**src/hdl/cau_pkg.sv**
```systemverilog
// ---------------------------------------------------------------------------
// cau_pkg: shared types and constants of the complex arithmetic unit
// opcodes, default sizes and the control group that rides along the pipeline
// ---------------------------------------------------------------------------
`timescale 1ns / 1ps

package cau_pkg;

  // default operand width and fraction bits
  localparam int unsigned WidthDef = 16;
  localparam int unsigned FracDef  = 8;

  // operation codes
  typedef enum logic [1:0] {
    OP_ADD = 2'd0,
    OP_SUB = 2'd1,
    OP_MUL = 2'd2,
    OP_DIV = 2'd3
  } op_e;

  // control group carried from stage to stage
  typedef struct packed {
    logic vld;
    logic is_div;
    logic dz;
    logic neg_re;
    logic neg_im;
  } ctrl_t;

endpackage

```
**src/hdl/cau_prep.sv**
```systemverilog
// ---------------------------------------------------------------------------
// cau_prep: operand front end
// stage one forms the six products and the add/sub sums, stage two forms
// the finished add/sub/mul results and the divide numerators and divisor
// ---------------------------------------------------------------------------
`timescale 1ns / 1ps

module cau_prep #(
  parameter int unsigned W = cau_pkg::WidthDef,
  parameter int unsigned F = cau_pkg::FracDef
) (
  input  logic                 clk_i,
  input  logic                 rst_ni,
  input  logic                 en_i,
  input  logic                 vld_i,
  input  logic [1:0]           opcode_i,
  input  logic [W-1:0]         a_re_i,
  input  logic [W-1:0]         a_im_i,
  input  logic [W-1:0]         b_re_i,
  input  logic [W-1:0]         b_im_i,
  output cau_pkg::ctrl_t       ctrl_o,
  output logic [2*W-1:0]       mag_re_o,
  output logic [2*W-1:0]       mag_im_o,
  output logic [2*W-1:0]       den_o,
  output logic [W-1:0]         res_re_o,
  output logic [W-1:0]         res_im_o
);
  import cau_pkg::*;

  localparam int unsigned PW = 2 * W;

  // stage one registers
  logic                 vld1_q;
  op_e                  op1_q;
  logic signed [PW-1:0] ac_q, ad_q, bc_q, bd_q, cc_q, dd_q;
  logic signed [W:0]    sum_re_q, sum_im_q;

  // stage two registers
  ctrl_t          ctrl_q, ctrl_d;
  logic [PW-1:0]  mag_re_q, mag_re_d, mag_im_q, mag_im_d, den_q, den_d;
  logic [W-1:0]   res_re_q, res_re_d, res_im_q, res_im_d;

  logic signed [PW:0] mre, mim, nre, nim;
  logic [PW-1:0]      mul_re_mag, mul_im_mag;

  // magnitude of a wide signed value
  function automatic logic [PW-1:0] abs_mag(input logic signed [PW:0] x);
    logic [PW:0] t;
    t = x[PW] ? -x : x;
    return t[PW-1:0];
  endfunction

  // saturate sign and magnitude to the signed result range
  function automatic logic [W-1:0] sat_sm(input logic neg, input logic [PW-1:0] m);
    logic [W-1:0] r;
    if (!neg) begin
      r = (|m[PW-1:W-1]) ? {1'b0, {(W-1){1'b1}}} : m[W-1:0];
    end else if ((|m[PW-1:W]) || (m[W-1] && (|m[W-2:0]))) begin
      r = {1'b1, {(W-1){1'b0}}};
    end else begin
      r = -m[W-1:0];
    end
    return r;
  endfunction

  // saturate a sum with one guard bit
  function automatic logic [W-1:0] sat_sum(input logic signed [W:0] s);
    logic [W-1:0] r;
    if (s[W] != s[W-1]) begin
      r = s[W] ? {1'b1, {(W-1){1'b0}}} : {1'b0, {(W-1){1'b1}}};
    end else begin
      r = s[W-1:0];
    end
    return r;
  endfunction

  // stage one: products and sums
  always_ff @(posedge clk_i or negedge rst_ni) begin
    if (!rst_ni) begin
      vld1_q <= 1'b0;
    end else if (en_i) begin
      vld1_q <= vld_i;
    end
  end

  always_ff @(posedge clk_i) begin
    if (en_i) begin
      op1_q <= op_e'(opcode_i);
      ac_q  <= $signed(a_re_i) * $signed(b_re_i);
      ad_q  <= $signed(a_re_i) * $signed(b_im_i);
      bc_q  <= $signed(a_im_i) * $signed(b_re_i);
      bd_q  <= $signed(a_im_i) * $signed(b_im_i);
      cc_q  <= $signed(b_re_i) * $signed(b_re_i);
      dd_q  <= $signed(b_im_i) * $signed(b_im_i);
      if (op_e'(opcode_i) == OP_SUB) begin
        sum_re_q <= $signed({a_re_i[W-1], a_re_i}) - $signed({b_re_i[W-1], b_re_i});
        sum_im_q <= $signed({a_im_i[W-1], a_im_i}) - $signed({b_im_i[W-1], b_im_i});
      end else begin
        sum_re_q <= $signed({a_re_i[W-1], a_re_i}) + $signed({b_re_i[W-1], b_re_i});
        sum_im_q <= $signed({a_im_i[W-1], a_im_i}) + $signed({b_im_i[W-1], b_im_i});
      end
    end
  end

  // stage two: product sums, rescaling and divide setup
  always_comb begin
    mre = $signed({ac_q[PW-1], ac_q}) - $signed({bd_q[PW-1], bd_q});
    mim = $signed({ad_q[PW-1], ad_q}) + $signed({bc_q[PW-1], bc_q});
    nre = $signed({ac_q[PW-1], ac_q}) + $signed({bd_q[PW-1], bd_q});
    nim = $signed({bc_q[PW-1], bc_q}) - $signed({ad_q[PW-1], ad_q});
    mul_re_mag = abs_mag(mre) >> F;
    mul_im_mag = abs_mag(mim) >> F;
    den_d      = cc_q[PW-1:0] + dd_q[PW-1:0];
    mag_re_d   = abs_mag(nre);
    mag_im_d   = abs_mag(nim);

    ctrl_d.vld    = vld1_q;
    ctrl_d.is_div = (op1_q == OP_DIV);
    ctrl_d.dz     = (op1_q == OP_DIV) && (den_d == '0);
    ctrl_d.neg_re = nre[PW];
    ctrl_d.neg_im = nim[PW];

    case (op1_q)
      OP_ADD, OP_SUB: begin
        res_re_d = sat_sum(sum_re_q);
        res_im_d = sat_sum(sum_im_q);
      end
      OP_MUL: begin
        res_re_d = sat_sm(mre[PW], mul_re_mag);
        res_im_d = sat_sm(mim[PW], mul_im_mag);
      end
      default: begin
        res_re_d = '0;
        res_im_d = '0;
      end
    endcase
  end

  always_ff @(posedge clk_i or negedge rst_ni) begin
    if (!rst_ni) begin
      ctrl_q <= '0;
    end else if (en_i) begin
      ctrl_q <= ctrl_d;
    end
  end

  always_ff @(posedge clk_i) begin
    if (en_i) begin
      mag_re_q <= mag_re_d;
      mag_im_q <= mag_im_d;
      den_q    <= den_d;
      res_re_q <= res_re_d;
      res_im_q <= res_im_d;
    end
  end

  assign ctrl_o   = ctrl_q;
  assign mag_re_o = mag_re_q;
  assign mag_im_o = mag_im_q;
  assign den_o    = den_q;
  assign res_re_o = res_re_q;
  assign res_im_o = res_im_q;

endmodule

```
**config.mk**
```make
export PLATFORM = sky130hd
export DESIGN_NAME = cau_prep
export DESIGN_NICKNAME = d
export VERILOG_FILES = /design/src/hdl/cau_pkg.sv /design/src/hdl/cau_prep.sv
export SDC_FILE = /design/constraint.sdc
export NUM_CORES = 2
export LEC_CHECK = 0
export BUFFER_PORTS_ARGS = -buffer_cell sky130_fd_sc_hd__buf_2
export CAP_MARGIN = 20
export CORE_ASPECT_RATIO = 1.25
export CORE_MARGIN = 4
export CORE_UTILIZATION = 50
export CTS_CLUSTER_DIAMETER = 120
export DETAILED_ROUTE_END_ITERATION = 7
export GPL_ROUTABILITY_DRIVEN = 0
export PLACE_DENSITY = 0.66
export SYNTH_ARGS = -nofsm -noshare
export SYNTH_HDL_FRONTEND = slang
export SYNTH_SLANG_ARGS = --single-unit
```
**constraint.sdc**
```tcl
create_clock -name clk_i -period 5.66 [get_ports clk_i]
set_input_delay 0.849 -clock clk_i [delete_from_list [all_inputs] [get_ports clk_i]]
set_output_delay 0.849 -clock clk_i [all_outputs]
set_load 0.01 [all_outputs]
```
==> qor.yml <==
tritoncts: "done"
timing_hold_violations_final: 0
drt_first_pass_iters: 6
path_class: "in -> reg"
synthesis.nets: 11100
critPathArrivalTime_ns: 7.03
tightest_slew_ns: 0.984
cell_with_the_most_instances_after_synthesis: "inv_1"
dr.first_iter.drc_count: 4507
multiInputGateArea_mm2: 0.0646
synth_enable_flop_cells: 354
cts_made_buffers: 47
clock_sink_count: 360
yosys_top_cell_area_share_pct: 37.3
timing_max_transition_violations_final: 0
asyncSetResetFlopFracSynth_pct: 1.67
final.period_utilization_pct: 117
num-nets-final: 12200
grt_first_pass_wirelength_um: 381000
synth.cell_area_mm2: 0.0816
wl_um: 243000
synth.cells.most_frequent: "inv_1 (1998), fa_1 (1520), nand2_1 (799), ha_1 (721), and2_1 (524)"
post_route_cells_drive_above_1_share_pct: 21.3
std_cell_rows: 165
max_freq_mhz: 151
boundary_pins: 203
grt.total_usage_pct: 28.8
clkLatencyLatePin_ns: 0.67
global_route.overflow_total: 0
synthDominantAreaCellType: "fa_1"
worst-endpoint-required_ns: 6.07
failed_checks: "negative setup slack"
setup_ws_ns: -0.965
area_growth_syn_to_layout_pct: 22.1
numPortBuffers: 202
drc: 0
synth_cell_type_count: 100
syn_area_per_cell_um2: 9.28
path_max_fanout: 6
status: "finished, violations left"
whs_ns: 0.104
timing.slew.headroom_pct: 34.2
clkTransAtPathRegs_ns: 0.07
ys_dominant_reg_cell: "edfxtp_1"
hold_bufs_at_cts: 0
grt_pass1_vias: 69600
area.sequential_mm2: 0.0108
max_cap_viol_count: 0
fillCellCount: 13200
ctsRootBufferMaster: "clkbuf_16"
yosys-top-cells-area: "fa_1 (37%), edfxtp_1 (13%), ha_1 (11%)"
antenna_violations_before_repair: 18
cts_max_level: 2
route.detailed.wl_per_inst_um: 20.0
core_footprint_mm2: 0.162
initial_core_util_pct: 50.4
setup-violations-final: 65
synth.yosys.warnings: 0
cts_buffer_depth: 3
detailed_place_hpwl_um: 199000
die-area_mm2: 0.170
worst_path_largest_cell_delay_ns: 0.55
fin_worst_skew_ns: 0.0184
chipHeight_um: 460
critical_path.most_common_cell: "fa_1"
hold_class: "in -> async"
setup.worst_path.end_class: "flip-flop"
element_type_at_the_critical_path_start: "primary input"
synth-seq-area-share_pct: 13.2
post-route-min-period_ns: 6.63
antenna_left: 0
rsz_0062_raised_after_global_routing: "true"
routed_via_density: 5.37
routed-via-count: 65200
grt_start_max_net_pins: 79
post_synth_inst_count: 8795
die_x_um: 369
synth-seq-cells: 360
slowest_cell_on_the_critical_path: "fa_1"
## logic make-up after synthesis
| logic type | Yosys count | synth area share (%) |
|---|---|---|
| multiplexers | 23 | 0.307 |
| AND/OR/NAND/NOR | 2318 | 13.9 |
| buffers and inverters | 2371 | 11.0 |
| AO/OA/AOI/OAI | 978 | 7.79 |
| flip-flops | 360 | 13.2 |
| adder cells (fa/ha/maj) | 2241 | 48.3 |
| XOR/XNOR | 504 | 5.43 |
## layer usage
metal  routed length, µm  vias to the layer above  GRT usage (%)
met1               92400                    32800           36.0
met3               19800                      604           5.39
met4               13300                       14           12.5
met5                  80                        -              0
li1                    -                    29400              -
met2              117000                     2376           48.8
## worst paths after layout
path / start / endpoint / slack, ns / depth (start not counted)
worst min-delay path: rst_ni / ctrl_o[0] / 0.10 / 1
worst max register to register: bc_q[10] / res_im_o[5] / 0.21 / 16
min in group clk_i: opcode_i[0] / op1_q[0] / 0.39 / 1
worst min register to register: ctrl_o[2] / ctrl_o[2] / 0.50 / 2
max in group asynchronous: rst_ni / ctrl_o[2] / 5.23 / 1
worst max-delay path: b_re_i[4] / ac_q[30] / -0.97 / 30
## per-stage QoR
step | setup slack (ns) | util (%) | cells | setup TNS (ns) | instance area (µm²)
final | -0.965 | 61.5 | 12100 | -34.01 | 99700
after global routing | -1.15 | 61.5 | 12100 | -44.96 | 99600
after CTS | -0.898 | 60.4 | 12100 | -30.90 | 97900
after detailed placement | -1.93 | 57.9 | 11900 | -133.27 | 93900
after global placement | -1.95 | 57.9 | 11900 | -128.64 | 93900
after floorplan | -1.44 | - | 8795 | -52.76 | 83400
## area by class of cell
cell class              instances  share of cell area (%)
diodes                         10                  0.0251
repair buffers               1441                    12.4
flip-flops and latches        360                    10.8
inverters                    2013                    7.64
multi-input cells            6064                    64.8
well taps                    2171                    2.73
clock buffers                  51                    1.20
clock inverters                37                   0.439
## layout by cell type (no fill, tap or decap), types with 20 or more instances in the layout
| cell type | count |
|---|---|
| inv_1 | 1928 |
| fa_1 | 1468 |
| buf_4 | 1067 |
| nand2_1 | 758 |
| ha_1 | 665 |
| and2_1 | 476 |
| nor2_1 | 413 |
| xnor2_1 | 383 |
| edfxtp_1 | 354 |
| a21oi_1 | 263 |
| buf_2 | 150 |
| o21ai_0 | 112 |
| nor3_1 | 107 |
| buf_6 | 98 |
| a21o_1 | 91 |
| xor2_1 | 87 |
| buf_12 | 73 |
| nand2b_1 | 72 |
| nand3_1 | 72 |
| inv_2 | 69 |
| clkbuf_16 | 53 |
| a21oi_2 | 52 |
| fa_2 | 52 |
| and2_4 | 48 |
| o21bai_1 | 47 |
| ha_4 | 47 |
| o22ai_1 | 44 |
| nor2b_1 | 43 |
| and3_1 | 38 |
| a31oi_1 | 34 |
| o21a_1 | 32 |
| or3_1 | 31 |
| nand2_2 | 30 |
| buf_8 | 28 |
| nor4_1 | 24 |
| o21ai_2 | 23 |
| a211o_1 | 21 |
| o31ai_1 | 21 |
| o21ai_1 | 20 |
## state kept, by name, summed over array words and instances (netlist names), 5 cells and up
name / count
ac_q: 32
bc_q: 32
ctrl_o: 5
res_re_o: 16
mag_im_o: 32
res_im_o: 16
ad_q: 32
cc_q: 31
mag_re_o: 32
den_o: 32
sum_im_q: 17
dd_q: 31
sum_re_q: 17
bd_q: 32
## critical path, delay by kind of cell
kind                       cells  cell delay (ns)
buffers and inverters          7             0.60
and+or+nand+nor                5             0.50
AOI/OAI and AO/OA             10             1.76
adders and majority gates      7             3.23
xor gates and xnor gates       1             0.08
## what timing repair did
item                                   4_1_cts  5_1_grt
cloned                                      10        6
pin swaps                                  174      256
setup endpoints to repair                   97      116
buffers inserted                            78       62
endpoints found under the hold margin        0        0
resized for setup                          384      336
Power is not shown: default switching activity piles up to over one toggle a cycle in this logic, so the estimate is an artifact.
