`src/hdl/cau_pkg.sv`:
```
// ---------------------------------------------------------------------------
// cau_pkg: shared types and constants of the complex arithmetic unit
// opcodes, default sizes and the control group that rides along the pipeline
// ---------------------------------------------------------------------------
`timescale 1ns / 1ps

package cau_pkg;

  // default operand width and fraction bits
  localparam int unsigned WidthDef = 16;
  localparam int unsigned FracDef  = 8;

  // operation codes
  typedef enum logic [1:0] {
    OP_ADD = 2'd0,
    OP_SUB = 2'd1,
    OP_MUL = 2'd2,
    OP_DIV = 2'd3
  } op_e;

  // control group carried from stage to stage
  typedef struct packed {
    logic vld;
    logic is_div;
    logic dz;
    logic neg_re;
    logic neg_im;
  } ctrl_t;

endpackage

```
`src/hdl/cau_out.sv`:
```
// ---------------------------------------------------------------------------
// cau_out: result formatting and output buffering
// picks the divide quotient or the passed result, saturates, and holds the
// word in an output register backed by a one-word skid stage
// ---------------------------------------------------------------------------
`timescale 1ns / 1ps

module cau_out #(
  parameter int unsigned W = cau_pkg::WidthDef
) (
  input  logic                          clk_i,
  input  logic                          rst_ni,
  input  cau_pkg::ctrl_t                ctrl_i,
  input  logic [W-1:0]                  q_re_i,
  input  logic [W-1:0]                  q_im_i,
  input  logic                          ovf_re_i,
  input  logic                          ovf_im_i,
  input  logic [W-1:0]                  res_re_i,
  input  logic [W-1:0]                  res_im_i,
  output logic                          adv_o,
  output logic                          m_axis_tvalid,
  input  logic                          m_axis_tready,
  output logic [((2*W+8)/8)*8-1:0]      m_axis_tdata
);
  import cau_pkg::*;

  localparam int unsigned OW = ((2 * W + 8) / 8) * 8;

  logic [OW-1:0] word_d, out_q, skid_q;
  logic          out_v_q, skid_v_q;
  logic [W-1:0]  re_d, im_d;
  logic          dz_d, in_v;

  // saturate an unsigned quotient with its sign
  function automatic logic [W-1:0] sat_q(input logic neg, input logic ovf,
                                         input logic [W-1:0] q);
    logic [W-1:0] r;
    if (!neg) begin
      r = (ovf || q[W-1]) ? {1'b0, {(W-1){1'b1}}} : q;
    end else if (ovf || (q[W-1] && (|q[W-2:0]))) begin
      r = {1'b1, {(W-1){1'b0}}};
    end else begin
      r = -q;
    end
    return r;
  endfunction

  // final result selection
  always_comb begin
    dz_d = ctrl_i.is_div & ctrl_i.dz;
    if (!ctrl_i.is_div) begin
      re_d = res_re_i;
      im_d = res_im_i;
    end else if (ctrl_i.dz) begin
      re_d = '0;
      im_d = '0;
    end else begin
      re_d = sat_q(ctrl_i.neg_re, ovf_re_i, q_re_i);
      im_d = sat_q(ctrl_i.neg_im, ovf_im_i, q_im_i);
    end
    word_d = OW'({dz_d, im_d, re_d});
  end

  assign adv_o = !skid_v_q;
  assign in_v  = ctrl_i.vld && adv_o;

  // output register with skid word
  always_ff @(posedge clk_i or negedge rst_ni) begin
    if (!rst_ni) begin
      out_v_q  <= 1'b0;
      skid_v_q <= 1'b0;
    end else if (out_v_q && !m_axis_tready) begin
      if (in_v) begin
        skid_v_q <= 1'b1;
      end
    end else if (skid_v_q) begin
      out_v_q  <= 1'b1;
      skid_v_q <= 1'b0;
    end else begin
      out_v_q <= in_v;
    end
  end

  always_ff @(posedge clk_i) begin
    if (out_v_q && !m_axis_tready) begin
      if (in_v) begin
        skid_q <= word_d;
      end
    end else if (skid_v_q) begin
      out_q <= skid_q;
    end else if (in_v) begin
      out_q <= word_d;
    end
  end

  assign m_axis_tvalid = out_v_q;
  assign m_axis_tdata  = out_q;

`ifndef NO_ASSERTIONS
  // the skid word is only used behind a held output word
  a_skid_behind_out: assert property (@(posedge clk_i) disable iff (!rst_ni)
    skid_v_q |-> out_v_q)
    else $error("skid word without output word");

  // the skid word fills only when the output was stalled
  a_skid_fill: assert property (@(posedge clk_i) disable iff (!rst_ni)
    $rose(skid_v_q) |-> $past(out_v_q && !m_axis_tready))
    else $error("skid filled without stall");

  // a zero divisor word carries a zero result
  a_dz_zero: assert property (@(posedge clk_i) disable iff (!rst_ni)
    (out_v_q && out_q[2*W]) |-> (out_q[2*W-1:0] == '0))
    else $error("zero divisor with nonzero result");
`endif

endmodule

```
`config.mk`:
```
export PLATFORM = sky130hd
export DESIGN_NAME = cau_out
export DESIGN_NICKNAME = d
export VERILOG_FILES = /design/src/hdl/cau_pkg.sv /design/src/hdl/cau_out.sv
export SDC_FILE = /design/constraint.sdc
export NUM_CORES = 1
export LEC_CHECK = 0
export BUFFER_PORTS_ARGS = -buffer_cell sky130_fd_sc_hd__buf_2
export CAP_MARGIN = 20
export CORE_AREA = 2 2 133 135
export DETAILED_ROUTE_END_ITERATION = 10
export DIE_AREA = 0 0 135 137
export GPL_TIMING_DRIVEN = 0
export PLACE_DENSITY = 0.51
export SLEW_MARGIN = 20
export SYNTH_ARGS = -nofsm -noshare
export SYNTH_HDL_FRONTEND = slang
export SYNTH_SLANG_ARGS = --single-unit
```
`constraint.sdc`:
```
create_clock -name clk_i -period 5.74 [get_ports clk_i]
set_input_delay 0.574 -clock clk_i [delete_from_list [all_inputs] [get_ports clk_i]]
set_output_delay 0.574 -clock clk_i [all_outputs]
set_load 0.01 [all_outputs]
```
==> results.txt, run 1 <==
Yosys top cell area share: 47.61%
CP Capture Type: register
F_max: 407.6 MHz
Max Root-Sink Buffers: 2
Via Count: 3663
Synth Area in Simple Gates: 14.28%
Register area share after synthesis: 48.81%
Total I/O pin count: 116
TritonCTS clock tree: yes
Largest family of logic cells by synthesized area: compound AO/OA/AOI/OAI gates
Post-CTS Setup Inserts: 0
Area growth syn-to-layout: 30.03%
Crit Path Max Fanout: 10
Die ar.: 18500 µm²
Largest net degree at the start of global routing: 20
Endpoints failing setup: 0
Leading area contributor after synthesis: edfxtp_1
Post-synth ARST share: 2.941%
Distinct cell type count after synthesis: 69
Fin. max-slew vios: 0
Num CTS Buffers: 9
Num rows: 48
Complex-gate fraction of the synthesized area: 22.30%
CTS root buf: clkbuf_16
Peak VDD IR: 0.1386 mV
Post-route DRC: 0
Critical path class: input pin to register
Startpoint Class: input pin
CP max stage delay: 520 ps
Worst path slowest cell: a41oi_1
Avg Inst Size Synth: 11.01 µm²
Vias in the first global route: 3607
CTS Hold Bufs: 1
HP Class: input pin to register
Via density: 4.977
CTS Sinks: 68
Req. time, crit path: 5840 ps
DR WL met3: 813 µm
DRT antenna net count: 0
Max-cap violation count: 0
Worst path cell trace: buf_2, inv_1, ha_1, nor4b_1, buf_2, a41oi_1, o21ai_1, a32o_1, mux2_2
Starting density of the core: 24.41%
Syn. warnings: 0
Fill count: 1806
Reg clk slew, reported paths: 60 ps
Final hold violation count: 0
Crit. Startpoint: q_im_i[0]
Period utilization: 42.74%
Dpl hpwl: 10.41 mm
Most common cell in the netlist: edfxtp_1
Post-synthesis xor/xnor area fraction: 1.262%
R2R Path Start: skid_v_q
Clock skew: 9.763 ps
Htree depth: 3
Leakage: 2.084 nW
GR Util All Layers: 14.95%
Number of synthesized flops with an enable pin: 66
Layout cell share with drive strength beyond 1: 35.42%
Die Y: 137 µm
M1 WL: 6.376 mm
Routed len/inst: 18.68 µm
Hold path startpoint: ctrl_i[4]
Mapped Cells: 378
Uppermost layer routed: met5
Nets: 582
Multiplexer share of the synthesized area: 7.093%
Chip width: 135 µm
Worst rel slew slack: 50.53%
CP arrival: 2550 ps
Port Buffers: 105
Cell seen most often among critical-path stages: buf_2
Pwr per Cell Area: 277.4 nW/µm²
Run status: finished, final reports clean
Largest cells by area after synthesis: edfxtp_1, mux2_2, a21oi_1
Multi-input gate area: 1939 µm²
Post-Synth Adder-Cell Area: 0.6011%
Initial antenna violation count: 2
Core area: 17060 µm²
Clock latency on the worst-skew pair: 350 ps
Global-route wire length before repair: 20.65 mm
Ant diodes: 0
RD Place Congestion: 0.8526
Wirelength, routed: 13.75 mm
Sequential cell area: 2032 µm²
FF+latch count, synth: 68
Final Hold Slack: 485.7 ps
Initial DRC count: 270
Prevailing post-synth register cell: edfxtp_1
Unrepaired setup endpoints after global routing: no
Setup TNS: 0 ps
Synthesized area: 4163 µm²
Slew @ Worst Pin: 735.9 ps
Commonest cells in the netlist: edfxtp_1, mux2_2, inv_1, nand2_1, nor2_1
Total congestion overflow: 0
DRT Pass-1 Iters: 4
Post-CTS resize count: 0
Crit path time final: 2453 ps
Routed met2 length: 6.330 mm
[critical path, delay by kind of cell]
kind	cells	cell delay, ps
buffers and inverters	3	360
adders and majority gates	1	220
AOI/OAI and AO/OA	3	970
muxes	1	260
and+or+nand+nor	1	160
[where the power goes]
part | total [mW] | internal [mW] | switching (mW)
Clock | 0.639 | 0.421 | 0.218
Combinational | 0.259 | 0.105 | 0.154
Sequential | 0.603 | 0.594 | 0.00929
[per-layer routing]
layer / vias up / GRT usage [%]
met3: 16 / 4.333
met1: 1793 / 19.61
li1: 1734 / -
met5: - / 0
met4: 2 / 5.093
met2: 118 / 23.63
[path summary, 6_finish.rpt]
check | to | slack, ps | cells after the start
max in group asynchronous | skid_v_q | 5110 | 2
min in group asynchronous | m_axis_tvalid | 530 | 2
setup reg to reg | m_axis_tdata[10] | 3470 | 4
hold reg to reg | m_axis_tdata[15] | 550 | 2
hold / removal | m_axis_tvalid | 490 | 3
setup / recovery | m_axis_tdata[28] | 3290 | 9
[kinds of logic after synthesis]
logic type               Yosys count
other                              1
flip-flops                        68
buffers and inverters             51
XOR/XNOR                           6
multiplexers                      26
AND/OR/NAND/NOR                  104
adder cells (fa/ha/maj)            2
AO/OA/AOI/OAI                    120
[stage by stage]
step / instances / setup slack, ps / utilization, % / area (µm²) / power (mW)
2_1_floorplan: 384 / 2039 / - / 4185 / 0.7560
3_3_place_gp: 714 / 238.0 / 29.27 / 4992 / 0.8664
3_5_place_dp: 719 / 2955 / 29.70 / 5066 / 0.8732
4_1_cts: 736 / 3308 / 31.70 / 5408 / 1.513
5_1_grt: 736 / 3094 / 31.73 / 5413 / 1.561
6_report: 736 / 3287 / 31.73 / 5413 / 1.501
[sequential cells by signal, summed over array words and instances, names as in the netlist]
name,flops
m_axis_tdata,33
skid_q,33
m_axis_tvalid,1
skid_v_q,1
[cell usage in the layout, fill, tap and decap left out, drive strengths merged, types with 3 or more instances in the layout]
| cell type | n |
|---|---|
| clkinv | 3 |
| o21a | 3 |
| buf | 121 |
| nand2b | 3 |
| a211o | 3 |
| a2bb2oi | 5 |
| mux2 | 25 |
| a22o | 4 |
| a21o | 5 |
| clkbuf | 28 |
| o21ai | 20 |
| or4 | 4 |
| o31ai | 7 |
| nand2 | 22 |
| o32ai | 5 |
| conb | 7 |
| o311ai | 4 |
| nor2 | 22 |
| xnor2 | 5 |
| edfxtp | 66 |
| a31oi | 5 |
| nor2b | 3 |
| inv | 22 |
| nand3 | 9 |
| a211oi | 4 |
| a41oi | 5 |
| nand4 | 6 |
| nor3 | 9 |
| o2bb2ai | 8 |
| or3 | 5 |
| nor4 | 12 |
| o211ai | 4 |
| bufinv | 3 |
| a21oi | 20 |
[cell type report]
class                      count  area share, %
tap                          225          5.201
clock buffer                  10          4.230
timing repair buffer         111          11.03
inverter                      22          1.526
multi-input combinational    265          35.83
buffer                        29          2.751
sequential                    68          37.54
clock inverter                 6          1.896
(Power assumes the default switching activity.)
==> inputs of run 2 (changes only) <==
--- a/config.mk
+++ b/config.mk
@@ -5,11 +5,12 @@
 export SDC_FILE = /design/constraint.sdc
 export NUM_CORES = 1
 export LEC_CHECK = 0
+export ABC_AREA = 1
 export BUFFER_PORTS_ARGS = -buffer_cell sky130_fd_sc_hd__buf_2
 export CAP_MARGIN = 20
-export CORE_AREA = 2 2 133 135
+export CORE_AREA = 2 2 136 138
 export DETAILED_ROUTE_END_ITERATION = 10
-export DIE_AREA = 0 0 135 137
+export DIE_AREA = 0 0 138 140
 export GPL_TIMING_DRIVEN = 0
 export PLACE_DENSITY = 0.51
 export SLEW_MARGIN = 20
==> constraint.sdc (replaced) <==
create_clock -name clk_i -period 2.55 [get_ports clk_i]
set_input_delay 0.255 -clock clk_i [delete_from_list [all_inputs] [get_ports clk_i]]
set_output_delay 0.255 -clock clk_i [all_outputs]
set_load 0.01 [all_outputs]
==> results.txt, run 2 <==
Run status: finished, final reports clean
TritonCTS clock tree: yes
Nets: 759 (+30%)
Mapped Cells: 557 (+47%)
Final Hold Slack: 202.9 ps (-282.8 ps)
Crit Path Max Fanout: 22 (+12)
Fill count: 1937 (+7.3%)
Max-cap violation count: 0 (unchanged)
Distinct cell type count after synthesis: 24 (-65%)
Sequential Power Share: 41.9% (+1.7 points)
CTS root buf: clkbuf_16
Yosys top cell area share: 45.41% (-2.2 points)
Req. time, crit path: 2580 ps (-3260 ps)
Die Y: 140 µm (+2.2%)
Commonest non-fill, non-tap cell in the layout: nand2_1
Starting density of the core: 24.55% (+0.14 points)
DP Worst Slack: 592.1 ps (-2363 ps)
Via Count: 3912 (+6.8%)
Net Switching: 0.8543 mW (+120%)
Final worst slack: 618.1 ps (-2668 ps)
Die ar.: 19320 µm² (+4.5%)
Slew @ Worst Pin: 556.9 ps (-179.0 ps)
Period utilization: 75.76%
Total I/O pin count: 116 (unchanged)
Part of the power in combinational logic: 17.9% (+0.6 points)
Wirelength, routed: 12.80 mm (-6.9%)
Avg Inst Size Synth: 7.835 µm² (-29%)
Largest cells by area after synthesis: edfxtp_1, nand2_1, nand3_1
Leakage: 2.639 nW (+27%)
Unrepaired setup endpoints after global routing: no
F_max: 517.6 MHz
Area growth syn-to-layout: 28.33%
Clock skew: 5.533 ps (-4.230 ps)
Max Root-Sink Buffers: 2 (unchanged)
Ant diodes: 0 (unchanged)
Commonest cells in the netlist: nand2_1, edfxtp_1, nor2_1
Clock share of power: 40.3% (-2.3 points)
Most common cell in the netlist: nand2_1
Post-synth ARST share: 2.941% (unchanged)
Chip width: 138 µm (+2.2%)
Core area: 17780 µm² (+4.2%)
CTS Sinks: 68 (unchanged)
Most frequent cells in the layout: nand2_1, buf_2, edfxtp_1
Reg clk slew, reported paths: 60 ps (about the same)
Placed Area: 5274 µm² (+4.1%)
HP Class: input pin to register
Design area: 5600 µm² (+3.5%)
Htree depth: 3 (unchanged)
Peak VDD IR: 0.3481 mV (+150%)
P_int: 2.396 mW (+110%)
Port Buffers: 106 (+0.95%)
GR Util All Layers: 13.01% (-1.9 points)
Initial antenna violation count: 0 (-2)
Register area share after synthesis: 46.56% (-2.3 points)
Largest net degree at the start of global routing: 23 (+15%)
Critical path class: register to register
Leading area contributor after synthesis: edfxtp_1
Fin. max-slew vios: 0 (unchanged)
Number of synthesized flops with an enable pin: 66 (unchanged)
Vias in the first global route: 3617 (+0.28%)
Clock latency on the worst-skew pair: 330 ps (-20 ps)
Syn. warnings: 0 (unchanged)
Global-route wire length before repair: 19.78 mm (-4.2%)
CP arrival: 1960 ps (-590 ps)
Dpl hpwl: 10.05 mm (-3.5%)
Num CTS Buffers: 9 (unchanged)
Initial DRC count: 300 (+11%)
CP Capture Type: register
DRT Pass-1 Iters: 6 (+2)
Final hold violation count: 0 (unchanged)
Routed len/inst: 13.96 µm (-25%)
Prevailing post-synth register cell: edfxtp_1
Post-route DRC: 0 (unchanged)
Layout cell share with drive strength beyond 1: 28.05% (-7.4 points)
FF+latch count, synth: 68 (unchanged)
Endpoints failing setup: 0 (unchanged)
RD Place Congestion: 0.8723 (+2.3%)
Crit path time final: 1932 ps
Startpoint Class: register
Pwr per Cell Area: 580.4 nW/µm² (+110%)
Net Sw Frac: 26.28% (+0.88 points)
Worst rel slew slack: 62.78% (+12 points)
Synthesized area: 4364 µm² (+4.8%)
Total congestion overflow: 0 (unchanged)
Num rows: 49 (+2.1%)
DRT antenna net count: 0 (unchanged)
Post-CTS resize count: 0 (unchanged)
Via density: 4.266 (-14%)
-- run 2: cell type report --
type                       count  area, µm²  share of cell area, %
sequential                    68       2032                  36.28
multi-input combinational    420       2016                  35.99
timing repair buffer         109      595.6                  10.63
tap                          229      286.5                  5.116
clock buffer                   9      225.2                  4.021
inverter                      50      187.7                  3.351
buffer                        25      166.4                  2.971
clock inverter                 7      91.34                  1.631
-- run 2: final timing paths --
kind                                 start                to  slack [ps]  cells after the start
worst max-delay path              skid_v_q   m_axis_tdata[8]         620                      4
worst min-delay path             ctrl_i[4]     m_axis_tvalid         200                      3
worst min register to register  skid_q[23]  m_axis_tdata[23]         510                      2
min in group asynchronous           rst_ni     m_axis_tvalid         240                      2
max in group asynchronous           rst_ni          skid_v_q        2220                      2
worst max register to register    skid_v_q   m_axis_tdata[8]         620                      4
-- run 2: routing by layer --
layer  up-vias  GRT usage [%]  share of wire (%)
met2       106          20.53                 46
met5         -              0                  0
li1       2052              -                  -
met3         7          2.667                5.0
met1      1747          18.26                 48
met4         0          3.383                1.0
-- run 2: cells by family (layout without fill, tap and decap cells) --
logic type / Yosys count / after routing / share of synthesized area (%)
compound gates: 46 / 46 / 5.877
other cells: 1 / 7 / 0.08593
simple gates: 362 / 362 / 38.19
xor+xnor: 3 / 3 / 0.6022
fa+ha+maj: 2 / 2 / 0.5733
buf+inv: 75 / 200 / 8.113
flops: 68 / 68 / 46.56
-- run 2: power groups by stage --
stage / registers [mW] / logic (mW) / clock network [mW]
after floorplan: 1.41 / 0.306 / 0
after global placement: 1.39 / 0.560 / 0
after detailed placement: 1.39 / 0.584 / 0
after CTS: 1.36 / 0.588 / 1.33
after global routing: 1.37 / 0.651 / 1.38
final: 1.36 / 0.581 / 1.31
-- run 2: worst max-delay path, stage by stage (launching register included) --
cell      delay, ps
dfrtp_1         400
clkbuf_1        380
nor2_1          180
nor2_4          430
buf_16          230
-- run 2: stage by stage --
step                      total power [mW]  util [%]  cells  TNS [ps]
after floorplan                      1.717         -    563         0
after global placement               1.948     29.28    898    -37610
after detailed placement             1.970     29.66    900         0
after CTS                            3.285     31.50    917         0
after global routing                 3.395     31.50    917         0
final                                3.250     31.50    917         0
-- run 2: timing repair --
| item | CTS | global route |
|---|---|---|
| hold endpoints to repair | 2 | 0 |
| hold buffers | 1 | 0 |
| setup buffers | 0 | 0 |
