[config.mk]
export PLATFORM = sky130hd
export DESIGN_NAME = cau_div_cell
export DESIGN_NICKNAME = d
export VERILOG_FILES = /design/src/hdl/cau_pkg.sv /design/src/hdl/cau_div_cell.sv
export SDC_FILE = /design/constraint.sdc
export NUM_CORES = 1
export LEC_CHECK = 0
export ABC_CLOCK_PERIOD_IN_PS = 1200
export BUFFER_PORTS_ARGS = -buffer_cell sky130_fd_sc_hd__buf_2
export CAP_MARGIN = 20
export CELL_PAD_IN_SITES_DETAIL_PLACEMENT = 0
export CELL_PAD_IN_SITES_GLOBAL_PLACEMENT = 2
export CORE_ASPECT_RATIO = 1.2
export CORE_MARGIN = 2
export CORE_UTILIZATION = 30
export CTS_BUF_LIST = sky130_fd_sc_hd__clkbuf_16
export DETAILED_ROUTE_END_ITERATION = 7
export PLACE_DENSITY = 0.86
export SLEW_MARGIN = 5
export SYNTH_ARGS = -nofsm -noshare
export SYNTH_HDL_FRONTEND = slang
export SYNTH_SLANG_ARGS = --single-unit
[constraint.sdc]
create_clock -name clk_i -period 1.2 [get_ports clk_i]
set_clock_uncertainty 0.15 [all_clocks]
set_input_delay 0.24 -clock clk_i [delete_from_list [all_inputs] [get_ports clk_i]]
set_output_delay 0.24 -clock clk_i [all_outputs]
set_load 0.05 [all_outputs]
[src/hdl/cau_pkg.sv]
// ---------------------------------------------------------------------------
// cau_pkg: shared types and constants of the complex arithmetic unit
// opcodes, default sizes and the control group that rides along the pipeline
// ---------------------------------------------------------------------------
`timescale 1ns / 1ps

package cau_pkg;

  // default operand width and fraction bits
  localparam int unsigned WidthDef = 16;
  localparam int unsigned FracDef  = 8;

  // operation codes
  typedef enum logic [1:0] {
    OP_ADD = 2'd0,
    OP_SUB = 2'd1,
    OP_MUL = 2'd2,
    OP_DIV = 2'd3
  } op_e;

  // control group carried from stage to stage
  typedef struct packed {
    logic vld;
    logic is_div;
    logic dz;
    logic neg_re;
    logic neg_im;
  } ctrl_t;

endpackage

[src/hdl/cau_div_cell.sv]
// ---------------------------------------------------------------------------
// cau_div_cell: one restoring divide step for the real and imaginary lanes
// shifts in one dividend bit, subtracts the divisor if it fits and hands
// remainder, quotient and the item's other fields to the next cell
// ---------------------------------------------------------------------------
`timescale 1ns / 1ps

module cau_div_cell #(
  parameter int unsigned W  = cau_pkg::WidthDef,
  parameter int unsigned DW = 2 * cau_pkg::WidthDef + cau_pkg::FracDef
) (
  input  logic             clk_i,
  input  logic             rst_ni,
  input  logic             en_i,
  input  cau_pkg::ctrl_t   ctrl_i,
  input  logic [2*W-1:0]   den_i,
  input  logic [2*W-1:0]   rem_re_i,
  input  logic [2*W-1:0]   rem_im_i,
  input  logic [DW-1:0]    dvd_re_i,
  input  logic [DW-1:0]    dvd_im_i,
  input  logic [W-1:0]     q_re_i,
  input  logic [W-1:0]     q_im_i,
  input  logic             ovf_re_i,
  input  logic             ovf_im_i,
  input  logic [W-1:0]     res_re_i,
  input  logic [W-1:0]     res_im_i,
  output cau_pkg::ctrl_t   ctrl_o,
  output logic [2*W-1:0]   den_o,
  output logic [2*W-1:0]   rem_re_o,
  output logic [2*W-1:0]   rem_im_o,
  output logic [DW-1:0]    dvd_re_o,
  output logic [DW-1:0]    dvd_im_o,
  output logic [W-1:0]     q_re_o,
  output logic [W-1:0]     q_im_o,
  output logic             ovf_re_o,
  output logic             ovf_im_o,
  output logic [W-1:0]     res_re_o,
  output logic [W-1:0]     res_im_o
);
  import cau_pkg::*;

  localparam int unsigned PW = 2 * W;

  ctrl_t         ctrl_q;
  logic [PW-1:0] den_q, rem_re_q, rem_im_q, rem_re_d, rem_im_d;
  logic [DW-1:0] dvd_re_q, dvd_im_q;
  logic [W-1:0]  q_re_q, q_im_q, res_re_q, res_im_q;
  logic          ovf_re_q, ovf_im_q, bit_re, bit_im;
  logic [PW:0]   t_re, t_im;

  // trial subtract on both lanes
  always_comb begin
    t_re   = {rem_re_i, dvd_re_i[DW-1]};
    t_im   = {rem_im_i, dvd_im_i[DW-1]};
    bit_re = (t_re >= {1'b0, den_i});
    bit_im = (t_im >= {1'b0, den_i});
    rem_re_d = bit_re ? PW'(t_re - {1'b0, den_i}) : t_re[PW-1:0];
    rem_im_d = bit_im ? PW'(t_im - {1'b0, den_i}) : t_im[PW-1:0];
  end

  always_ff @(posedge clk_i or negedge rst_ni) begin
    if (!rst_ni) begin
      ctrl_q <= '0;
    end else if (en_i) begin
      ctrl_q <= ctrl_i;
    end
  end

  // quotient bits leaving the top of the window mark overflow
  always_ff @(posedge clk_i) begin
    if (en_i) begin
      den_q    <= den_i;
      rem_re_q <= rem_re_d;
      rem_im_q <= rem_im_d;
      dvd_re_q <= dvd_re_i << 1;
      dvd_im_q <= dvd_im_i << 1;
      q_re_q   <= {q_re_i[W-2:0], bit_re};
      q_im_q   <= {q_im_i[W-2:0], bit_im};
      ovf_re_q <= ovf_re_i | q_re_i[W-1];
      ovf_im_q <= ovf_im_i | q_im_i[W-1];
      res_re_q <= res_re_i;
      res_im_q <= res_im_i;
    end
  end

  assign ctrl_o   = ctrl_q;
  assign den_o    = den_q;
  assign rem_re_o = rem_re_q;
  assign rem_im_o = rem_im_q;
  assign dvd_re_o = dvd_re_q;
  assign dvd_im_o = dvd_im_q;
  assign q_re_o   = q_re_q;
  assign q_im_o   = q_im_q;
  assign ovf_re_o = ovf_re_q;
  assign ovf_im_o = ovf_im_q;
  assign res_re_o = res_re_q;
  assign res_im_o = res_im_q;

endmodule

==> results.txt, run 1 <==
The flow ran to the end, but the final reports show violations. The final reports fail on setup timing. Setup repair after global routing could not meet its margin everywhere.

The switching power summed over all nets came out at 10.5 mW. The wire length of the first global-routing pass came out at 73000 um. The power per cell area is 1330 mW/mm^2. The logic depth of the worst register-to-register path came out at 2. The global placer's final weighted congestion came out at 0.902.

The detailed-route wire length per cell is 21.1 um. The final wirelength is 50900 um. The switching part of the total is 34.1%. The worst slack on hold paths came out at 31.5 ps.

The worst hold path terminates at ctrl_o[2]$_DFFE_PN0P_. The remaining global-route overflow is 0. During synthesis, Yosys emitted a total of 0 warnings. The count of buffering cells on the critical path with inverters included is 4.

Entering global routing, the biggest net connects 34 pins. The multiplexer fraction of the synthesized cell area came out at 3.96%. The latest clock arrival within the worst-skew pair came out at 540 ps. The synthesized-area fraction occupied by xor and xnor cells came out at 4.45%. The via count normalized by instance count came out at 4.81. In the finished design, the share of the clock period the worst path needs comes to 223%. The cell depth of the worst min-delay path is 3.

The number of top-level pins came out at 497. The kind of end point of the critical path is a flip-flop. The largest buffer count on any clock path came out at 3.

Synthesis produced 866 cells. The area of the die is 0.0403 mm^2. The number of standard cells in the layout, taps in and fillers out came out at 2407. The worst setup path is of the input port to flip-flop kind.

The violation count after the first detailed-route iteration came out at 613. The number of antenna violations at the first check in global routing came out at 16. The worst hold path belongs to the class input port to flip-flop.

The quantity of I/O buffers inserted on ports is 494. After synthesis, the netlist uses 56 different library cells. The sequential fraction of design power came out at 35.6%. For the pin with the worst max-slew slack, the measured transition is 506 ps. The detailed router placed 11600 vias in this run.

CTS built an H-tree with a depth of 1. The accumulated negative setup slack is -158510 ps. In this run the critical register-to-register path is captured at ctrl_o[1]$_DFFE_PN0P_. The cell class contributing the biggest share of worst-path delay is compound AO/OA/AOI/OAI gates. The number of flops mapped to enable cells by yosys came out at 240. The reported max-cap violation count came out at 0. The startpoint identified for the worst hold timing path is en_i.

Each instance of the synthesized netlist takes up on average 13.4 um^2. The clock network fraction of design power is 26.5%. By area, the combinational part of the netlist is dominated by compound AO/OA/AOI/OAI gates.

The layout overhead on the synthesized area came out at 101%. The top fanout value on the critical path came out at 7. Once layout is complete, the utilization of the core stands at 61.4%. The clock transition at the registers of the reported paths is 60 ps. The count of nets left with antenna violations once routing finished came out at 0.

Once detailed placement completed, the half-perimeter wirelength came to 32800 um. The clock net in this run drives a total of 245 sinks. The worst path in the final design needs a cycle of 2670 ps, including I/O delays and setup. The sequential share of the synthesized area came out at 63.2%.

The initial cell density of the core came out at 30.6%. The floorplan row count is 78. The worst setup margin is -1470 ps. The combinational cell fraction of total power came out at 37.9%. The count of state elements after synthesis is 245.

The data arrival time of the worst path is 2820 ps. In the synthesized netlist the dominant register cell turns out to be edfxtp_1. The global-route usage over all layers is 24.1%. The worst-case IR drop observed on VDD is 1.03 mV. Of the total synthesized cell area, the portion taken by AND, OR, NAND and NOR gates is 7.24%. Summed over all cells, the static leakage comes to 10.2 nW. Derived from the worst setup path, the maximum achievable clock frequency is 374 MHz. The worst reg-to-reg setup slack is 130 ps. The total standard cell area after synthesis is 0.0116 mm^2.

The data required time of the worst path is 1350 ps. The placeable core region came out at 0.0380 mm^2. The number of endpoints failing setup at the final stage came out at 311. Counting stages on the worst path, the most repeated cell is a21o_1. The post-route cell area came out at 0.0233 mm^2. The critical path goes through buf_2 > inv_2 > ha_4 > a21o_1 > a21o_1 > a21o_1 > a221oi_2 > o21ai_2 > a31oi_2 > a21oi_4 > a2111oi_4 > buf_6 > buf_12 > mux2_4. The fraction of registers with async set or reset after synthesis came out at 2.04%. The height of the chip came out at 219 um.

The largest single stage delay on the critical path is 310 ps. The tightest slew margin relative to the limit came out at 65.4%. TritonCTS built the clock tree.

The internal power of the cells totals 20.4 mW. The placement-stage cell area came out at 0.0168 mm^2. The count of placed standard cells including taps came out at 2053.

The type of origin of the critical path is an input port. The area share of fa/ha/maj cells after synthesis came out at 7.24%. The proportion of layout cells with a drive suffix above 1 is 53.6%. The launch instance of the worst register-to-register path is ctrl_o[1]$_DFFE_PN0P_. The final hold violation count is 0. The final layout net count is 2213.

The critical path starts at den_i[17]. The tree is rooted in a clkbuf_16. The largest individual stage delay along the critical path comes from the cell a221oi_2. The via count of the first global-routing pass is 12300.

The number of detailed-routing iterations run before antenna repair is 4. The complex-gate fraction of the synthesized area came out at 11.1%. The DRC violation count after routing came out at 0. The number of max-slew violations in the final report is 0.

The total clock buffers created by CTS came out at 26. The horizontal die dimension is 184 um.
-- routing by layer --
layer	vias to the layer above	routed length (um)	global-route usage, %
li1	5346	-	-
met1	5595	18200	25.5
met2	480	26600	44.4
met3	142	3390	5.49
met4	8	2660	12.8
met5	-	55	0
-- Yosys cell counts, drive strengths merged, types with 5 or more instances --
library cell,n,area (um^2)
o21bai,5,37.5
nand2,60,225
inv,49,184
mux2,39,439
xnor2,31,272
and3,7,43.8
edfxtp,240,7210
ha,64,801
a31oi,11,68.8
o21ai,59,295
nand2b,10,62.6
dfrtp,5,125
nand4,14,87.6
nor2b,15,93.8
nand3,14,70.1
clkbuf,23,86.3
a21oi,55,279
nor2,31,116
xor2,28,245
buf,6,53.8
a21o,29,218
nor3,8,40.0
o211ai,6,45.0
-- power groups by stage --
stage | clock (mW) | sequential [mW] | combinational [mW]
finish | 8.19 | 11.0 | 11.7
global route | 8.67 | 11.0 | 12.3
detailed placement | 0 | 10.9 | 8.49
CTS | 8.30 | 10.9 | 11.5
floorplan | 0 | 14.0 | 2.29
global placement | 0 | 10.9 | 8.43
-- placed cells by master (no fill, tap or decap), drive strengths merged, types with 15 or more instances in the layout --
cell type,count
edfxtp,240
mux2,39
clkbuf,26
ha,64
inv,55
nor2,31
nor2b,15
nand2,60
a21o,29
xnor2,31
buf,783
dlygate4sd3,248
xor2,28
o21ai,59
a21oi,55
-- registers in the layout, indices dropped and copies added (netlist names), 32 cells and up --
signal and cells:
rem_im_o 32, dvd_im_o 39, dvd_re_o 39, den_o 32
rem_re_o 32
-- tightest hold or removal path, stage by stage --
cell	delay, ps
buf_8	100
buf_12	160
mux2_2	170
-- worst max path at each step --
stage,slack (ps),to,cells after the start
2_1_floorplan,-1840,rem_im_o[24]$_DFFE_PP_,12
4_1_cts,-1450,rem_im_o[26]$_DFFE_PP_,12
5_1_grt,-1530,rem_im_o[13]$_DFFE_PP_,14
3_5_place_dp,-2300,rem_im_o[26]$_DFFE_PP_,12
3_3_place_gp,-2230,rem_im_o[30]$_DFFE_PP_,12
6_report,-1470,rem_im_o[13]$_DFFE_PP_,14
-- through the flow --
step	power (mW)	setup WS, ps
6_report	30.9	-1470
3_3_place_gp	19.3	-2230
4_1_cts	30.7	-1450
2_1_floorplan	16.3	-1840
5_1_grt	32.0	-1530
3_5_place_dp	19.4	-2300
-- timing repair --
item	CTS	global route
hold buffers	247	2
endpoints found under the setup margin	311	458
cloned	11	0
hold endpoints to repair	257	7
setup buffers	37	12
pin swaps	72	59
resized for setup	705	82
-- final cells by class --
class,count,area [um^2]
Antenna cell,12,30.0
Clock buffer,26,651
Clock inverter,20,199
Fill cell,2797,14700
Inverter,49,246
Multi-Input combinational cell,544,5090
Sequential cell,245,7330
Tap cell,480,601
Timing Repair Buffer,1031,9150
-- logic make-up (layout without fill, tap and decap cells) --
family / after synthesis / after routing
muxes: 41 / 41
adders and majority gates: 66 / 66
DFF: 245 / 245
other: 1 / 14
AOI/OAI and AO/OA: 202 / 202
xor gates and xnor gates: 59 / 59
and+or+nand+nor: 174 / 174
buffers and inverters: 78 / 1126
Power figures use the tool's default switching activity.
==> run 2, diff against run 1 <==
--- a/config.mk
+++ b/config.mk
@@ -9,13 +9,12 @@
 export BUFFER_PORTS_ARGS = -buffer_cell sky130_fd_sc_hd__buf_2
 export CAP_MARGIN = 20
 export CELL_PAD_IN_SITES_DETAIL_PLACEMENT = 0
-export CELL_PAD_IN_SITES_GLOBAL_PLACEMENT = 2
-export CORE_ASPECT_RATIO = 1.2
-export CORE_MARGIN = 2
-export CORE_UTILIZATION = 30
+export CELL_PAD_IN_SITES_GLOBAL_PLACEMENT = 1
+export CORE_AREA = 2 2 191 193
 export CTS_BUF_LIST = sky130_fd_sc_hd__clkbuf_16
 export DETAILED_ROUTE_END_ITERATION = 7
-export PLACE_DENSITY = 0.86
+export DIE_AREA = 0 0 193 195
+export PLACE_DENSITY = 0.78
 export SLEW_MARGIN = 5
 export SYNTH_ARGS = -nofsm -noshare
 export SYNTH_HDL_FRONTEND = slang
==> results.txt, run 2 (synthesized netlist as in run 1, its figures left out) <==
The global placer's final weighted congestion came out at 0.923 (was 0.902). The cell leakage power is 10.3 nW (was 10.2 nW). The kind of end point of the critical path is a flip-flop (unchanged). The detailed-route wire length per cell is 21.0 um (was 21.1 um). The worst setup margin came out at -1450 ps (was -1470 ps).

The global-route usage over all layers is 25.3% (was 24.1%). The TritonCTS clock tree is done (unchanged). The post-route antenna net violation count came out at 0 (unchanged). The leading cell type in the layout, fill and taps excluded is buf_6 (unchanged). The quantity of I/O buffers inserted on ports is 494 (unchanged). The violation count after the first detailed-route iteration is 550 (was 613). The layout overhead on the synthesized area is 102% (was 101%). Failing checks: setup timing (unchanged). The data arrival time of the worst path was 2810 ps (was 2820 ps). The final period demand of the worst path came out at 2650 ps (was 2670 ps).

The number of antenna violations at the first check in global routing is 10 (was 16). Run status: finished, violations left (unchanged). The data required time of the worst path was 1350 ps (about the same). The latest clock arrival within the worst-skew pair came out at 540 ps (about the same). The height of the chip was 195 um (was 219 um).

The maximum ir drop on the vdd rail is 1.23 mV (was 1.03 mV). The clock transition at the registers of the reported paths is 70 ps (was 60 ps). The top fanout value on the critical path came to 6 (was 7). The DRC violation count after routing is 0 (unchanged).

The power after layout was 31.3 mW (was 30.9 mW). The number of top-level pins came out at 497 (unchanged). The count of placed standard cells including taps is 2044 (was 2053). The final layout net count came out at 2217 (was 2213). The CTS H-tree depth came to 1 (unchanged).

The number of max-slew violations in the final report is 0 (unchanged). The overall via count from detail_route is 11500 (was 11600). The initial cell density of the core was 32.8% (was 30.6%). The largest buffer count on any clock path is 3 (unchanged). The remaining global-route overflow is 0 (unchanged). The reported max-cap violation count is 0 (unchanged). The power per cell area is 1330 mW/mm^2 (about the same). The area of the die was 0.0376 mm^2 (was 0.0403 mm^2). The via count normalized by instance count came out at 4.81 (about the same).

The proportion of layout cells with a drive suffix above 1 is 53.4% (was 53.6%). The type of origin of the critical path was an input port (unchanged). The accumulated negative setup slack came to -158500 ps (was -158510 ps). The horizontal die dimension came to 193 um (was 184 um). The total clock buffers created by CTS came out at 28 (was 26). The number of detailed-routing iterations run before antenna repair is 5 (was 4).

The clock sink count came out at 245 (unchanged). The final wirelength came out at 50300 um (was 50900 um). The floorplan row count is 69 (was 78). The buffer type at the clock tree root was clkbuf_16 (unchanged). The placeable core region came out at 0.0354 mm^2 (was 0.0380 mm^2). The path type of the worst setup path is input port to flip-flop (unchanged). Setup repair after global routing missed its margin: true (unchanged). The post-route fraction of the period consumed by the critical path was 221% (was 223%).

The number of standard cells in the layout, taps in and fillers out was 2392 (was 2407). The number of endpoints failing setup at the final stage came to 329 (was 311). The path class of the lowest-slack min-delay path is input port to flip-flop (unchanged). The final hold violation count came out at 0 (unchanged).

The pin count of the biggest net entering global routing came to 37 (was 34). The via count of the first global-routing pass is 12200 (was 12300). The highest attainable clock frequency is 377 MHz (was 374 MHz). The half-perimeter wire length after placement came out at 32500 um (was 32800 um). Commonest non-fill, non-tap cells in the layout: buf_6, dlygate4sd3_1, buf_4, edfxtp_1, buf_2 (was buf_6, buf_4, dlygate4sd3_1, edfxtp_1, buf_2).

The worst setup timing slack at the placement stage is -2280 ps (was -2300 ps). The wire length of the first global-routing pass came to 71800 um (was 73000 um).
## run 2: cell types whose count changed in the layout (fill, tap and decap cells not counted), moves of 4 or more
| cell | delta |
|---|---|
| buf_4 | -4 |
| diode_2 | -4 |
| o21ai_0 | -5 |
| buf_16 | +4 |
| clkinv_2 | +4 |
| o21ai_1 | +8 |
| clkbuf_16 | +6 |
## run 2: per-layer routing
layer | GRT usage, % | vias up | part of all wire [%]
met5 | 0 | - | 0.056
met3 | 4.62 | 120 | 6.6
li1 | - | 5352 | -
met1 | 29.2 | 5547 | 38
met4 | 10.5 | 4 | 4.4
met2 | 45.8 | 477 | 51
## run 2: through the flow
stage          instance area (um^2)  util (%)  hold slack [ps]
6_report                      23400      66.2             43.0
5_1_grt                       23400      66.2             32.6
4_1_cts                       22900      64.6             16.2
3_5_place_dp                  16900      47.8            -86.1
3_3_place_gp                  16900      47.8            -90.4
2_1_floorplan                 12000         -             -206
## run 2: layout make-up
cell class                 instances  area, um^2
antenna                            8        20.0
multi-input combinational        544        5100
tap                              461         577
inverter                          49         234
clock inverter                    23         176
clock buffer                      29         726
fill                            2457       11900
sequential                       245        7330
timing repair buffer            1033        9280
## run 2: worst paths after layout
kind	start	cells after the start	to	slack, ps
max	den_i[18]	15	rem_im_o[31]$_DFFE_PP_	-1450
min	rem_re_i[18]	4	rem_re_o[19]$_DFFE_PP_	40
max reg2reg	ctrl_o[4]$_DFFE_PN0P_	2	ctrl_o[4]$_DFFE_PN0P_	140
min reg2reg	ctrl_o[3]$_DFFE_PN0P_	1	ctrl_o[3]$_DFFE_PN0P_	410
max in group asynchronous	rst_ni	3	ctrl_o[0]$_DFFE_PN0P_	170
min in group asynchronous	rst_ni	3	ctrl_o[3]$_DFFE_PN0P_	500
## run 2: power breakdown
part / switching, mW / internal, mW / leakage, nW
Clock: 3.68 / 4.83 / 0.447
Combinational: 6.44 / 5.32 / 7.45
Sequential: 0.518 / 10.5 / 2.41
## run 2: critical path: stages
cell and delay [ps]:
buf_8 110, inv_8 40, ha_4 180, a21o_1 180, a21o_1 160, a21o_1 220
a221oi_4 270, o21ai_2 130, a31oi_4 190, a21oi_4 80, a2111oi_4 190, buf_4 200
buf_6 130, buf_12 120, mux2_2 340
## run 2: repair_timing
action,CTS,global route
cloned,7,3
endpoints found under the hold margin,256,16
pin swaps,65,36
setup buffers,27,11
hold buffers,247,1
resized for setup,679,87
endpoints found under the setup margin,311,506
==> run 3, diff against run 2 <==
--- a/config.mk
+++ b/config.mk
@@ -15,6 +15,7 @@
 export DETAILED_ROUTE_END_ITERATION = 7
 export DIE_AREA = 0 0 193 195
 export PLACE_DENSITY = 0.78
+export SETUP_SLACK_MARGIN = 0.1
 export SLEW_MARGIN = 5
 export SYNTH_ARGS = -nofsm -noshare
 export SYNTH_HDL_FRONTEND = slang
==> results.txt, run 3 (synthesized netlist as in run 1, its figures left out) <==
The placeable core region is 0.0354 mm^2 (unchanged). The number of top-level pins came out at 497 (unchanged). The violation count after the first detailed-route iteration is 552 (was 550). The sequential fraction of design power is 33.9% (was 35.2%). The largest buffer count on any clock path came to 3 (unchanged). The latest clock arrival within the worst-skew pair is 540 ps (about the same). The cell leakage power came out at 10.5 nW (was 10.3 nW).

The proportion of layout cells with a drive suffix above 1 came out at 55.6% (was 53.4%). The horizontal die dimension came out at 193 um (unchanged). The clock transition at the registers of the reported paths is 50 ps (was 70 ps).

Setup repair after global routing missed its margin: true (unchanged). The total clock buffers created by CTS came out at 28 (unchanged). The final layout net count is 2247 (was 2217).

The data required time of the worst path is 1340 ps (was 1350 ps). Run status: finished, violations left (unchanged). The number of standard cells in the layout, taps in and fillers out came to 2418 (was 2392). The type of origin of the critical path is an input port (unchanged). The worst setup margin came out at -1490 ps (was -1450 ps). The number of max-slew violations in the final report came to 0 (unchanged). Commonest non-fill, non-tap cells in the layout: buf_6, buf_4, edfxtp_1, dlygate4sd3_1, buf_2 (was buf_6, dlygate4sd3_1, buf_4, edfxtp_1, buf_2). The hold buffer count at CTS came to 241 (was 247). The quantity of I/O buffers inserted on ports came out at 494 (unchanged). The number of detailed-routing iterations run before antenna repair came out at 4 (was 5).

The path class of the lowest-slack min-delay path was input port to flip-flop (unchanged). The pin count of the biggest net entering global routing is 24 (was 37). The post-route fraction of the period consumed by the critical path was 225% (was 221%). The final hold violation count came out at 5 (was 0). The launch instance of the worst register-to-register path was ctrl_o[1]$_DFFE_PN0P_ (was ctrl_o[4]$_DFFE_PN0P_). The height of the chip is 195 um (unchanged). The power per cell area came out at 1360 mW/mm^2 (was 1330 mW/mm^2). The DRC violation count after routing is 0 (unchanged). The kind of end point of the critical path is a flip-flop (unchanged). The half-perimeter wire length after placement is 32700 um (was 32500 um). The post-route antenna net violation count is 0 (unchanged). The remaining global-route overflow came out at 0 (unchanged).

The switching power summed over all nets is 10.8 mW (was 10.6 mW). The clock network fraction of design power came out at 28.9% (was 27.2%). The via count of the first global-routing pass is 12600 (was 12200).

The final period demand of the worst path came to 2690 ps (was 2650 ps). The area of the multi-input gates came out at 0.00518 mm^2 (was 0.00510 mm^2). The clock sink count came out at 245 (unchanged). The cell depth of the worst min-delay path came out at 3 (was 4).

The highest attainable clock frequency is 371 MHz (was 377 MHz). The TritonCTS clock tree is done (unchanged). The area taken by flip-flops and latches is 0.00734 mm^2 (was 0.00733 mm^2).

Failing checks: hold timing, setup timing (was setup timing). The wire length of the first global-routing pass came to 75000 um (was 71800 um). The path type of the worst setup path is input port to flip-flop (unchanged). The core utilization of the finished layout is 67.5% (was 66.2%). The worst slack on hold paths came out at -51.8 ps (was 43.0 ps). The origin of the worst min-delay path is rem_im_i[8] (was rem_re_i[18]). The switching part of the total came out at 33.3% (was 34.0%). The data arrival time of the worst path came out at 2840 ps (was 2810 ps). The via count normalized by instance count is 4.89 (was 4.81).

The power after layout is 32.5 mW (was 31.3 mW). The combinational cell fraction of total power was 37.2% (was 37.6%). The count of placed standard cells including taps came out at 2059 (was 2044). The buffer type at the clock tree root was clkbuf_16 (unchanged). The initial cell density of the core came to 32.8% (unchanged).

The global-route usage over all layers came out at 26.4% (was 25.3%). The overall via count from detail_route came out at 11800 (was 11500). The internal power came out at 21.7 mW (was 20.6 mW). The detailed-route wire length per cell came out at 21.5 um (was 21.0 um). The leading cell type in the layout, fill and taps excluded is buf_6 (unchanged). The CTS H-tree depth is 1 (unchanged).

The final-layout fill cell count is 2346 (was 2457). The global placer's final weighted congestion came to 0.908 (was 0.923). The logic depth of the worst register-to-register path is 2 (unchanged). The worst hold endpoint is rem_im_o[9]$_DFFE_PP_ (was rem_re_o[19]$_DFFE_PP_). The layout overhead on the synthesized area came out at 106% (was 102%). The final wirelength is 52000 um (was 50300 um). The reported max-cap violation count is 0 (unchanged).

The top fanout value on the critical path came to 6 (unchanged). The capture instance of the worst register-to-register path is ctrl_o[1]$_DFFE_PN0P_ (was ctrl_o[4]$_DFFE_PN0P_). The floorplan row count was 69 (unchanged). The worst reg-to-reg setup slack came to 120 ps (was 140 ps).

The number of endpoints failing setup at the final stage came out at 311 (was 329). The maximum ir drop on the vdd rail came out at 1.11 mV (was 1.23 mV). The area of the die came out at 0.0376 mm^2 (unchanged). The number of antenna violations at the first check in global routing came out at 5 (was 10).
==> run 3: cell types whose count changed in the layout (fill, tap and decap cells not counted), sizes merged <==
cell,before,now
buf,783,822
bufinv,2,6
clkbuf,32,29
clkinv,12,11
clkinvlp,4,3
diode,8,4
dlygate4sd3,246,239
dlymetal6s4s,1,2
inv,54,52
==> run 3: final cells by class <==
type | count | area share (%)
Antenna cell | 4 | 0.0419
Inverter | 49 | 1.01
Sequential cell | 245 | 30.7
Tap cell | 461 | 2.41
Timing Repair Buffer | 1063 | 40.0
Multi-Input combinational cell | 544 | 21.7
Clock buffer | 29 | 3.04
Clock inverter | 23 | 1.15
==> run 3: repair_timing <==
item	CTS	global route
setup buffers	46	17
hold endpoints to repair	261	5
gates cloned	11	0
pin swaps	69	47
resized for setup	748	74
setup endpoints to repair	311	539
==> run 3: per-layer routing <==
metal / GRT usage (%) / routed length, um
met3: 4.19 / 3420
met1: 30.0 / 19200
met5: 0 / 7
met4: 9.32 / 2020
met2: 49.4 / 27400
==> run 3: worst max-delay path by stage <==
| stage | from | end | slack, ps | depth (start not counted) |
|---|---|---|---|---|
| detailed placement | dvd_im_i[39] | rem_im_o[26]$_DFFE_PP_ | -2260 | 14 |
| finish | den_i[18] | rem_im_o[10]$_DFFE_PP_ | -1490 | 15 |
| global route | den_i[18] | rem_im_o[20]$_DFFE_PP_ | -1570 | 15 |
| global placement | dvd_im_i[39] | rem_im_o[30]$_DFFE_PP_ | -2180 | 14 |
| floorplan | rem_im_i[17] | rem_im_o[24]$_DFFE_PP_ | -1840 | 12 |
| CTS | dvd_im_i[39] | rem_im_o[24]$_DFFE_PP_ | -1440 | 14 |
==> run 3: per-stage QoR <==
| step | TNS, ps | worst slack [ps] | instance area, um^2 |
|---|---|---|---|
| 5_1_grt | -173360 | -1570 | 23900 |
| 2_1_floorplan | -101580 | -1840 | 12000 |
| 4_1_cts | -185080 | -1440 | 23500 |
| 3_5_place_dp | -129130 | -2260 | 17000 |
| 3_3_place_gp | -126300 | -2180 | 17000 |
| 6_report | -161410 | -1490 | 23900 |
==> run 3: worst max-delay path, stage by stage <==
cell and delay [ps]:
buf_8 100, inv_8 40, ha_4 190, a21o_1 190
a21o_1 160, a21o_1 180, a221oi_2 330, o21ai_2 130
a31oi_2 220, a21oi_4 80, a2111oi_4 240, buf_4 190
buf_6 100, buf_16 130, mux2_4 300
==> run 3: power by group through the flow <==
stage	combinational [mW]	sequential, mW	clock (mW)
2_1_floorplan	2.29	14.0	0
3_3_place_gp	8.51	10.9	0
3_5_place_dp	8.59	10.9	0
4_1_cts	11.6	11.0	9.43
5_1_grt	12.6	11.1	9.89
6_report	12.1	11.0	9.40
